**config.mk**
```make
export PLATFORM = sky130hd
export DESIGN_NAME = first_fit_block_allocator
export DESIGN_NICKNAME = d
export VERILOG_FILES = /design/src/hdl/ffba_pkg.sv /design/src/hdl/ffba_dp.sv /design/src/hdl/ffba_ctrl.sv /design/src/hdl/first_fit_block_allocator.sv
export SDC_FILE = /design/constraint.sdc
export NUM_CORES = 1
export LEC_CHECK = 0
export BUFFER_PORTS_ARGS = -buffer_cell sky130_fd_sc_hd__buf_2
export CORE_UTILIZATION = 50
export CTS_BUF_LIST = sky130_fd_sc_hd__clkbuf_8
export DETAILED_ROUTE_END_ITERATION = 12
export PLACE_DENSITY = 0.66
export SLEW_MARGIN = 20
export SYNTH_ARGS = -nofsm -noshare
export SYNTH_HDL_FRONTEND = slang
export SYNTH_SLANG_ARGS = --single-unit
```
**constraint.sdc**
```tcl
create_clock -name clock -period 7.92 [get_ports clock]
set_clock_uncertainty 0.15 [all_clocks]
set_input_delay 0.792 -clock clock [delete_from_list [all_inputs] [get_ports clock]]
set_output_delay 0.792 -clock clock [all_outputs]
set_load 0.02 [all_outputs]
```
**src/hdl/ffba_pkg.sv**
```systemverilog
// Shared types, widths and codes for the first-fit block allocator.
package ffba_pkg;

   // Buffer and table dimensions
   localparam int BUFFER_BYTES = 1024;
   localparam int MAX_BLOCKS   = 16;

   localparam int OFFSET_W = $clog2(BUFFER_BYTES);
   localparam int SIZE_W   = OFFSET_W + 1;
   localparam int SUM_W    = SIZE_W + 1;
   localparam int IDX_W    = $clog2(MAX_BLOCKS);
   localparam int COUNT_W  = $clog2(MAX_BLOCKS + 1);

   // Request operation codes
   localparam logic FUNC_ALLOC = 1'b0;
   localparam logic FUNC_FREE  = 1'b1;

   typedef enum logic [1:0] {
      ST_OK        = 2'd0,
      ST_NO_SPACE  = 2'd1,
      ST_TABLE_FULL = 2'd2,
      ST_NOT_ALLOC = 2'd3
   } status_type;

   typedef struct packed {
      logic                func;
      logic [SIZE_W-1:0]   alloc_size;
      logic [OFFSET_W-1:0] block_offset;
   } req_type;

   typedef struct packed {
      logic [OFFSET_W-1:0] result_offset;
      status_type          status;
      logic [COUNT_W-1:0]  blocks_in_use;
   } rsp_type;

   // Commands from controller to datapath
   typedef struct packed {
      logic       load;
      logic       scan_init;
      logic       set_slot;
      logic       advance_pos;
      logic       step_next;
      logic       step_prev;
      logic       shift_init;
      logic       write_up;
      logic       write_dn;
      logic       write_new;
      logic       finish;
      logic       count_inc;
      logic       count_dec;
      status_type status;
   } ctrl_cmd_type;

   // Status from datapath to controller
   typedef struct packed {
      logic is_alloc;
      logic table_full;
      logic size_bad;
      logic count_zero;
      logic fits_before;
      logic pos_fit;
      logic start_match;
      logic idx_last;
      logic idx_at_slot;
      logic slot_at_end;
   } dp_stat_type;

endpackage

```
**src/hdl/ffba_dp.sv**
```systemverilog
// Datapath: block table memory, scan position, counters and result register.
module ffba_dp (
   input  logic                  clock,
   input  logic                  reset,
   input  ffba_pkg::req_type     req_data,
   input  ffba_pkg::ctrl_cmd_type cmd,
   output ffba_pkg::dp_stat_type stat,
   output ffba_pkg::rsp_type     rsp_data
);

   localparam int OFFSET_W = ffba_pkg::OFFSET_W;
   localparam int SIZE_W   = ffba_pkg::SIZE_W;
   localparam int SUM_W    = ffba_pkg::SUM_W;
   localparam int IDX_W    = ffba_pkg::IDX_W;
   localparam int COUNT_W  = ffba_pkg::COUNT_W;

   // Block table, sorted by start
   logic [OFFSET_W-1:0] entry_start_ff  [ffba_pkg::MAX_BLOCKS];
   logic [SIZE_W-1:0]   entry_length_ff [ffba_pkg::MAX_BLOCKS];

   ffba_pkg::req_type   req_ff;
   logic [OFFSET_W-1:0] rd_start_ff;
   logic [SIZE_W-1:0]   rd_length_ff;
   logic [IDX_W-1:0]    idx_ff, idx_in;
   logic [SIZE_W-1:0]   pos_ff, pos_in;
   logic [COUNT_W-1:0]  slot_ff, slot_in;
   logic [COUNT_W-1:0]  count_ff, count_in;
   ffba_pkg::rsp_type   rsp_ff, rsp_in;

   logic [IDX_W-1:0]    rd_addr;
   logic [IDX_W-1:0]    wr_addr;
   logic                wr_en;
   logic [OFFSET_W-1:0] wr_start;
   logic [SIZE_W-1:0]   wr_length;
   logic [SUM_W-1:0]    pos_end;
   logic [SIZE_W-1:0]   rd_end;
   logic [COUNT_W-1:0]  idx_next_count;

   // Compare the candidate gap against the entry just read
   always_comb begin
      pos_end        = SUM_W'(pos_ff) + SUM_W'(req_ff.alloc_size);
      rd_end         = SIZE_W'(rd_start_ff) + rd_length_ff;
      idx_next_count = COUNT_W'(idx_ff) + COUNT_W'(1);

      stat.is_alloc    = (req_ff.func == ffba_pkg::FUNC_ALLOC);
      stat.table_full  = (count_ff == COUNT_W'(ffba_pkg::MAX_BLOCKS));
      stat.size_bad    = (req_ff.alloc_size == '0) ||
                         (req_ff.alloc_size > SIZE_W'(ffba_pkg::BUFFER_BYTES));
      stat.count_zero  = (count_ff == '0);
      stat.fits_before = (pos_end <= SUM_W'(rd_start_ff));
      stat.pos_fit     = (pos_end <= SUM_W'(ffba_pkg::BUFFER_BYTES));
      stat.start_match = (rd_start_ff == req_ff.block_offset);
      stat.idx_last    = (idx_next_count == count_ff);
      stat.idx_at_slot = (COUNT_W'(idx_ff) == slot_ff);
      stat.slot_at_end = (slot_ff == count_ff);
   end

   // Select read address for next cycle
   always_comb begin
      if (cmd.scan_init) begin
         rd_addr = '0;
      end else if (cmd.step_next) begin
         rd_addr = idx_ff + IDX_W'(1);
      end else if (cmd.step_prev) begin
         rd_addr = idx_ff - IDX_W'(1);
      end else if (cmd.shift_init) begin
         rd_addr = IDX_W'(count_ff - COUNT_W'(1));
      end else begin
         rd_addr = idx_ff;
      end
   end

   // Select write port: shift up, shift down, or new entry
   always_comb begin
      wr_en     = cmd.write_up | cmd.write_dn | cmd.write_new;
      wr_start  = rd_start_ff;
      wr_length = rd_length_ff;
      if (cmd.write_new) begin
         wr_addr   = IDX_W'(slot_ff);
         wr_start  = pos_ff[OFFSET_W-1:0];
         wr_length = req_ff.alloc_size;
      end else if (cmd.write_up) begin
         wr_addr = idx_ff + IDX_W'(1);
      end else begin
         wr_addr = idx_ff - IDX_W'(1);
      end
   end

   // Next index, position, slot, count and result
   always_comb begin
      idx_in   = rd_addr;
      pos_in   = pos_ff;
      slot_in  = slot_ff;
      count_in = count_ff;
      rsp_in   = rsp_ff;

      if (cmd.scan_init) begin
         pos_in  = '0;
         slot_in = count_ff;
      end
      if (cmd.advance_pos) begin
         pos_in = rd_end;
      end
      if (cmd.set_slot) begin
         slot_in = COUNT_W'(idx_ff);
      end
      if (cmd.count_inc) begin
         count_in = count_ff + COUNT_W'(1);
      end else if (cmd.count_dec) begin
         count_in = count_ff - COUNT_W'(1);
      end

      if (cmd.finish) begin
         rsp_in.status        = cmd.status;
         rsp_in.blocks_in_use = count_in;
         if (!stat.is_alloc) begin
            rsp_in.result_offset = req_ff.block_offset;
         end else if (cmd.status == ffba_pkg::ST_OK) begin
            rsp_in.result_offset = pos_ff[OFFSET_W-1:0];
         end else begin
            rsp_in.result_offset = '0;
         end
      end
   end

   // Table memory: at most one write and one registered read per cycle
   always_ff @(posedge clock) begin
      if (wr_en) begin
         entry_start_ff[wr_addr]  <= wr_start;
         entry_length_ff[wr_addr] <= wr_length;
      end
      rd_start_ff  <= entry_start_ff[rd_addr];
      rd_length_ff <= entry_length_ff[rd_addr];
   end

   // Hold payload and working registers
   always_ff @(posedge clock) begin
      if (cmd.load) begin
         req_ff <= req_data;
      end
      idx_ff  <= idx_in;
      pos_ff  <= pos_in;
      slot_ff <= slot_in;
      rsp_ff  <= rsp_in;
   end

   // Block count
   always_ff @(posedge clock) begin
      if (reset) begin
         count_ff <= '0;
      end else begin
         count_ff <= count_in;
      end
   end

   assign rsp_data = rsp_ff;

   a_count_bound: assert property (@(posedge clock) disable iff (reset)
      count_ff <= COUNT_W'(ffba_pkg::MAX_BLOCKS))
      else $error("block count above table depth");

   a_inc_not_full: assert property (@(posedge clock) disable iff (reset)
      cmd.count_inc |-> count_ff < COUNT_W'(ffba_pkg::MAX_BLOCKS))
      else $error("insert into full table");

   a_shift_in_range: assert property (@(posedge clock) disable iff (reset)
      (cmd.write_up || cmd.write_dn) |-> COUNT_W'(idx_ff) < count_ff)
      else $error("shift touches entry beyond count");

endmodule

```
**src/hdl/ffba_ctrl.sv**
```systemverilog
// Controller: sequences scan, shift and insert steps for each request.
module ffba_ctrl (
   input  logic                   clock,
   input  logic                   reset,
   input  logic                   start,
   output logic                   busy,
   input  ffba_pkg::dp_stat_type  stat,
   output ffba_pkg::ctrl_cmd_type cmd,
   output logic                   rsp_strobe
);

   typedef enum logic [7:0] {
      S_IDLE      = 8'b0000_0001,
      S_DECIDE    = 8'b0000_0010,
      S_SCAN      = 8'b0000_0100,
      S_FIT       = 8'b0000_1000,
      S_SHIFT_UP  = 8'b0001_0000,
      S_WRITE_NEW = 8'b0010_0000,
      S_FIND      = 8'b0100_0000,
      S_SHIFT_DN  = 8'b1000_0000
   } state_type;

   state_type state_ff, state_in;
   logic      rsp_strobe_ff;

   assign busy = (state_ff != S_IDLE);

   // Next state and datapath commands
   always_comb begin
      state_in = state_ff;
      cmd      = '0;
      cmd.status = ffba_pkg::ST_OK;
      case (state_ff)
         S_IDLE: begin
            if (start) begin
               cmd.load = 1'b1;
               state_in = S_DECIDE;
            end
         end
         S_DECIDE: begin
            if (stat.is_alloc) begin
               if (stat.table_full) begin
                  cmd.finish = 1'b1;
                  cmd.status = ffba_pkg::ST_TABLE_FULL;
                  state_in   = S_IDLE;
               end else if (stat.size_bad) begin
                  cmd.finish = 1'b1;
                  cmd.status = ffba_pkg::ST_NO_SPACE;
                  state_in   = S_IDLE;
               end else begin
                  cmd.scan_init = 1'b1;
                  state_in      = stat.count_zero ? S_FIT : S_SCAN;
               end
            end else if (stat.count_zero) begin
               cmd.finish = 1'b1;
               cmd.status = ffba_pkg::ST_NOT_ALLOC;
               state_in   = S_IDLE;
            end else begin
               cmd.scan_init = 1'b1;
               state_in      = S_FIND;
            end
         end
         S_SCAN: begin
            // Stop at first gap that holds the request, else move past this block
            if (stat.fits_before) begin
               cmd.set_slot = 1'b1;
               state_in     = S_FIT;
            end else begin
               cmd.advance_pos = 1'b1;
               if (stat.idx_last) begin
                  state_in = S_FIT;
               end else begin
                  cmd.step_next = 1'b1;
               end
            end
         end
         S_FIT: begin
            if (!stat.pos_fit) begin
               cmd.finish = 1'b1;
               cmd.status = ffba_pkg::ST_NO_SPACE;
               state_in   = S_IDLE;
            end else if (stat.slot_at_end) begin
               state_in = S_WRITE_NEW;
            end else begin
               cmd.shift_init = 1'b1;
               state_in       = S_SHIFT_UP;
            end
         end
         S_SHIFT_UP: begin
            cmd.write_up = 1'b1;
            if (stat.idx_at_slot) begin
               state_in = S_WRITE_NEW;
            end else begin
               cmd.step_prev = 1'b1;
            end
         end
         S_WRITE_NEW: begin
            cmd.write_new = 1'b1;
            cmd.count_inc = 1'b1;
            cmd.finish    = 1'b1;
            state_in      = S_IDLE;
         end
         S_FIND: begin
            if (stat.start_match) begin
               if (stat.idx_last) begin
                  cmd.count_dec = 1'b1;
                  cmd.finish    = 1'b1;
                  state_in      = S_IDLE;
               end else begin
                  cmd.step_next = 1'b1;
                  state_in      = S_SHIFT_DN;
               end
            end else if (stat.idx_last) begin
               cmd.finish = 1'b1;
               cmd.status = ffba_pkg::ST_NOT_ALLOC;
               state_in   = S_IDLE;
            end else begin
               cmd.step_next = 1'b1;
            end
         end
         S_SHIFT_DN: begin
            // Pull each later entry down by one
            cmd.write_dn = 1'b1;
            if (stat.idx_last) begin
               cmd.count_dec = 1'b1;
               cmd.finish    = 1'b1;
               state_in      = S_IDLE;
            end else begin
               cmd.step_next = 1'b1;
            end
         end
         default: begin
            state_in = S_IDLE;
         end
      endcase
   end

   always_ff @(posedge clock) begin
      if (reset) begin
         state_ff      <= S_IDLE;
         rsp_strobe_ff <= 1'b0;
      end else begin
         state_ff      <= state_in;
         rsp_strobe_ff <= cmd.finish;
      end
   end

   assign rsp_strobe = rsp_strobe_ff;

   a_strobe_when_idle: assert property (@(posedge clock) disable iff (reset)
      rsp_strobe_ff |-> state_ff == S_IDLE)
      else $error("result beat while request still in progress");

   a_load_decides: assert property (@(posedge clock) disable iff (reset)
      cmd.load |=> state_ff == S_DECIDE)
      else $error("accepted request did not reach decision");

   a_one_finish: assert property (@(posedge clock) disable iff (reset)
      cmd.finish |=> !cmd.finish)
      else $error("two result beats in a row");

endmodule

```
**src/hdl/first_fit_block_allocator.sv**
```systemverilog
// First-fit block allocator: start/busy command port, strobed result, one beat per request.
//
// A request is taken when start is high and busy is low; busy stays high until the
// result is known, and the result beat appears on rsp_data with rsp_strobe high for one
// cycle, the first cycle in which busy is low. The receiver cannot stall it. The block table
// is a memory with one write port and one registered read port, read one entry per cycle,
// so timing follows the table walk. An allocate walks the table to the first gap that fits
// (answering no space if none is left), shifts the later blocks up to make room and writes
// the new entry; a free walks the table to the matching block and moves the later blocks
// down; a full table, a bad size or a free on an empty table is answered from the decision
// state with no table walk. The next request may be started in the cycle the result strobe
// is shown. No clearing pass is needed after reset.
module first_fit_block_allocator (
   input  logic              clock,
   input  logic              reset,
   input  logic              start,
   output logic              busy,
   input  ffba_pkg::req_type req_data,
   output logic              rsp_strobe,
   output ffba_pkg::rsp_type rsp_data
);

   ffba_pkg::ctrl_cmd_type cmd;
   ffba_pkg::dp_stat_type  stat;

   ffba_ctrl u_ctrl (
      .clock      (clock),
      .reset      (reset),
      .start      (start),
      .busy       (busy),
      .stat       (stat),
      .cmd        (cmd),
      .rsp_strobe (rsp_strobe)
   );

   ffba_dp u_dp (
      .clock    (clock),
      .reset    (reset),
      .req_data (req_data),
      .cmd      (cmd),
      .stat     (stat),
      .rsp_data (rsp_data)
   );

endmodule

```
==> results.md <==
- The run finished with clean final reports.
- The total of hold buffers inserted after clock tree synthesis is 0.
- Before antenna repair, the detailed router went through 7 iterations.
- The overall via count from detail_route is 12,193.
- Counting distinct cell types in the post-synthesis netlist gives 73.
- The origin of the worst setup path is u_dp.pos_ff[4].
- 44 I/O pins were placed.
- The number of nets in the layout is between 1,500 and 2,000.
- The number of antenna violations at the first check in global routing is 0.
- The detailed router finished its first iteration with 1,034 violations.
- The final critical-path required period is roughly 6.4 ns.
- The number of buffers inserted by post-CTS setup repair is 0.
- In this run the power density over the cells is about 280 mW/mm2.
- The count of pins over their slew limit is 0.
- Counting every instance in the synthesized netlist gives about 1,400.
- The post-CTS resize count is 0.
- Summing all placed instances gives a cell area of around 0.02 mm2.
- The register bit total from synthesis is 430.
- The share of total power dissipated in sequential elements is 0.488.
- The cell-internal power is roughly 4200 uW.
- The maximum fanout encountered on the critical timing path is 49.
- The average footprint of a synthesized cell is 13.51 um2.
- The number of standard-cell rows in the floorplan is 70.
- The worst setup path is captured at a flip-flop.
- The async set or reset register ratio after synthesis is 0.
- The critical path required time is 8.27 ns.
- The worst reg2reg path startpoint is u_dp.pos_ff[4].
- The delay of the slowest cell on the worst path is approximately 0.63 ns.
- The library cell used most frequently in the layout, excluding fill and tap cells, is sky130_fd_sc_hd__edfxtp_1.
- The count of warnings emitted by yosys is 0.
- The first global-routing pass estimated roughly 70,000 um of wire.
- The portion of total power attributed to combinational logic is 0.189.
- The hold violation count in the final report is 0.
- The final wirelength is 46,560 um.
- The via count of the first global-routing pass came to around 12,000.
- The maximum number of buffers from clock root to sink is 3.
- The floorplan step set the die width to between 150 and 200 um.
- The antenna cell count is 0.
- The launch point of the worst hold path is req_data[17].
- The kind of critical path is flip-flop to flip-flop.
- In the final routed layout, each cell accounts on average for ~24 um.
- The number of nets in the synthesized netlist is 1,448.
- Leaving out fill and tap cells, the most frequent cells in the layout are 390 x sky130_fd_sc_hd__edfxtp_1, 167 x sky130_fd_sc_hd__nand2_1, 91 x sky130_fd_sc_hd__nand4_1.
- The slowest library cell on the worst path is sky130_fd_sc_hd__inv_2.
- The detail route stage leaves a number of antenna-violating nets equal to 0.
- After global routing the overflow that remains totals 0.
- Derived from the worst setup path, the maximum achievable clock frequency is 0.1554 GHz.
- In this run the standard cell core region covers about 0.037 mm2.
- For this run, the register share of the synthesized area comes to 0.6683.
- For this design the total switching power over the nets is between 1500 and 2000 uW.
- The clock input transition at the sequential cells of the worst setup and hold paths is 0.06 ns.
- The buffer cell driving the clock tree root is sky130_fd_sc_hd__clkbuf_8.
- IR analysis of the VDD net gives a maximum drop of between 0.1 and 0.15 mV.
- The count of buffers added on input and output ports is between 40 and 50.
- The max-capacitance violation count is 0.
- Setup repair after global routing left no endpoint under its margin.
- Walking the worst path, the cells encountered are ha_1 > and2_1 > a221o_1 > a221o_1 > a21oi_1 > xnor2_1 > ha_1 > and3_1 > nand3_1 > o32a_1 > o211ai_1 > o211ai_1 > a21o_1 > or4_1 > o311ai_4 > nand2_2 > inv_2 > buf_12 > a21oi_1 > a221o_1 > a221o_1.
- The most used flip-flop cell after synthesis is sky130_fd_sc_hd__edfxtp_1.
- Entering global routing, the biggest net connects 128 pins.
- At the pin with the least slew margin, the transition time is 1.011 ns.
- The worst setup path is launched from a flip-flop.
- For this run, the total global-route usage over all layers was measured as 0.2466.
- Detailed placement ended at an HPWL of 27,350 um.
- The portion of total power attributed to the clock network is 0.323.
- TritonCTS built the clock tree.
- Counting both buffers and inverters, the worst setup path holds a total of 2.
- The CTS buffer count is between 70 and 80.
- The clock insertion delay at the later pin of the skew report is ~0.62 ns.
- The number of levels the H-tree was split into is 3.
- Using the TritonRoute via totals, the vias-per-cell ratio works out to 6.171.
- The initial utilization of the core area, before any placement, comes to 0.5102.
- The leakage power is 0.007789 uW.
- Summed over all failing endpoints, the final setup total negative slack is 0 ns.
- After layout, the design draws a total of a little under 6000 uW.
- In the final layout, the share of cells above drive strength 1 is 0.1426.
- In this design, the critical path's most frequently occurring cell is sky130_fd_sc_hd__a221o_1.
- The post-layout instance area is between 0.02 and 0.025 mm2.
- The synthesized design contains between 300 and 400 enable-type register cells.
- After detailed routing, the number of remaining DRC violations is 0.
- The worst hold-check path type is input pin to flip-flop.
- The placer congestion estimate is 0.9484.
- The area added between synthesis and finish is 12.06%.
- The worst endpoint data arrival time is approximately 6.8 ns.
- The clock net in this run drives a total of 430 sinks.
- The synthesized area is 0.01872 mm2.
- The kind of cell adding the most delay to the critical path is compound AO/OA/AOI/OAI gates.
- Of the available clock period, the critical path in the final layout requires 0.8124.
- Of the total power, the share spent switching nets is 0.2854.
- Headroom to the max-slew limit came out at 0.3197.
- The floorplan die area is 0.03822 mm2.
- Measured along the y axis, the die boundary spans just under 200 um.
- The number of setup violations in the final report is 0.
==> per-layer routing <==
layer / track usage / vias to the layer above / part of all wire
met3: 0.04922 / 77 / 0.082
li1: - / 5557 / -
met2: 0.3938 / 517 / 0.47
met5: 0 / - / 0
met4: 0.08428 / 0 / 0.024
met1: 0.3379 / 6042 / 0.42
==> power groups by stage <==
stage / registers, uW / logic (uW) / clock network [uW]
3_3_place_gp: 2910 / 1070 / 0
2_1_floorplan: 2860 / 798 / 0
3_5_place_dp: 2910 / 1100 / 0
6_report: 2870 / 1110 / 1900
5_1_grt: 2870 / 1230 / 2020
4_1_cts: 2860 / 1110 / 1940
==> through the flow <==
step	std cells	hold WS [ns]	util	setup WS (ns)
after floorplan	1386	0.3685	-	2.787
after global placement	1848	0.4127	0.5331	1.690
after detailed placement	1849	0.4126	0.5337	1.566
after CTS	1976	0.1604	0.5715	1.546
after global routing	1976	0.1767	0.5717	1.170
final	1976	0.2050	0.5717	1.486
==> cells in the mapped netlist, drive strengths merged, types with 5 or more instances <==
cell type  number  area [um2]
a221o          65       650.6
nand3          14       70.07
ha             35       437.9
nor4            7       43.79
nor2           52       195.2
a21o           10       75.07
nand2b          8       50.05
mux2i          48       480.5
and3            5       31.28
o211a          43       430.4
dfxtp          40       800.8
o22ai          24       150.1
o21bai          5       37.54
buf            36       197.7
or4             5       37.54
xnor2          34       297.8
nor2b          13       81.33
o211ai          6       45.04
o21ai          31       155.1
a22o           10       87.58
nand2         168       633.1
inv            31       116.4
clkbuf         50       187.7
a21oi          68       340.3
nor3           13       65.06
and2            5       31.28
nand4          91       569.3
xor2           16       140.1
nor3b           7       52.55
edfxtp        390       11710
==> path summary, 6_finish.rpt <==
kind / endpoint / slack [ns] / depth (start not counted)
min: u_dp.req_ff[17] / 0.20 / 1
min reg2reg: u_dp.slot_ff[4] / 0.43 / 2
max reg2reg: u_dp.rd_length_ff[0] / 1.49 / 21
max: u_dp.rd_length_ff[0] / 1.49 / 21
==> cell families (layout without fill, tap and decap cells) <==
family	count (synthesis)	in the layout	share of synthesized area
AOI/OAI and AO/OA	296	296	0.1224
DFF	430	430	0.6683
buffers and inverters	118	240	0.02700
muxes	49	49	0.02626
xor gates and xnor gates	50	50	0.02339
and+or+nand+nor	406	406	0.1071
adders and majority gates	37	37	0.02553
==> state kept, by name, indices dropped and copies added (netlist names) <==
register              count
u_dp.entry_start_ff     160
u_dp.req_ff              22
u_dp.slot_ff              5
u_dp.entry_length_ff    176
u_dp.rd_start_ff         10
u_dp.count_ff             5
u_ctrl.rsp_strobe         1
u_ctrl.state_ff           8
u_dp.rd_length_ff        11
u_dp.pos_ff              11
u_dp.rsp_data            17
u_dp.idx_ff               4
==> worst register-to-register path: cells and delay by family (launching register included) <==
| kind | cells | cell delay (ns) |
|---|---|---|
| compound gates | 11 | 2.83 |
| xor+xnor | 1 | 0.10 |
| fa+ha+maj | 2 | 0.68 |
| buf+inv | 2 | 0.99 |
| flops | 1 | 0.43 |
| simple gates | 5 | 1.14 |
==> layout make-up <==
type / instances / area, um2
flip-flops and latches: 430 / 12510
repair buffers: 81 / 550.5
fillers: 2900 / 15720
multi-input cells: 838 / 5824
clock buffers: 80 / 1101
inverters: 32 / 120.1
well taps: 468 / 585.6
clock inverters: 47 / 286.5
(Power assumes the default switching activity.)
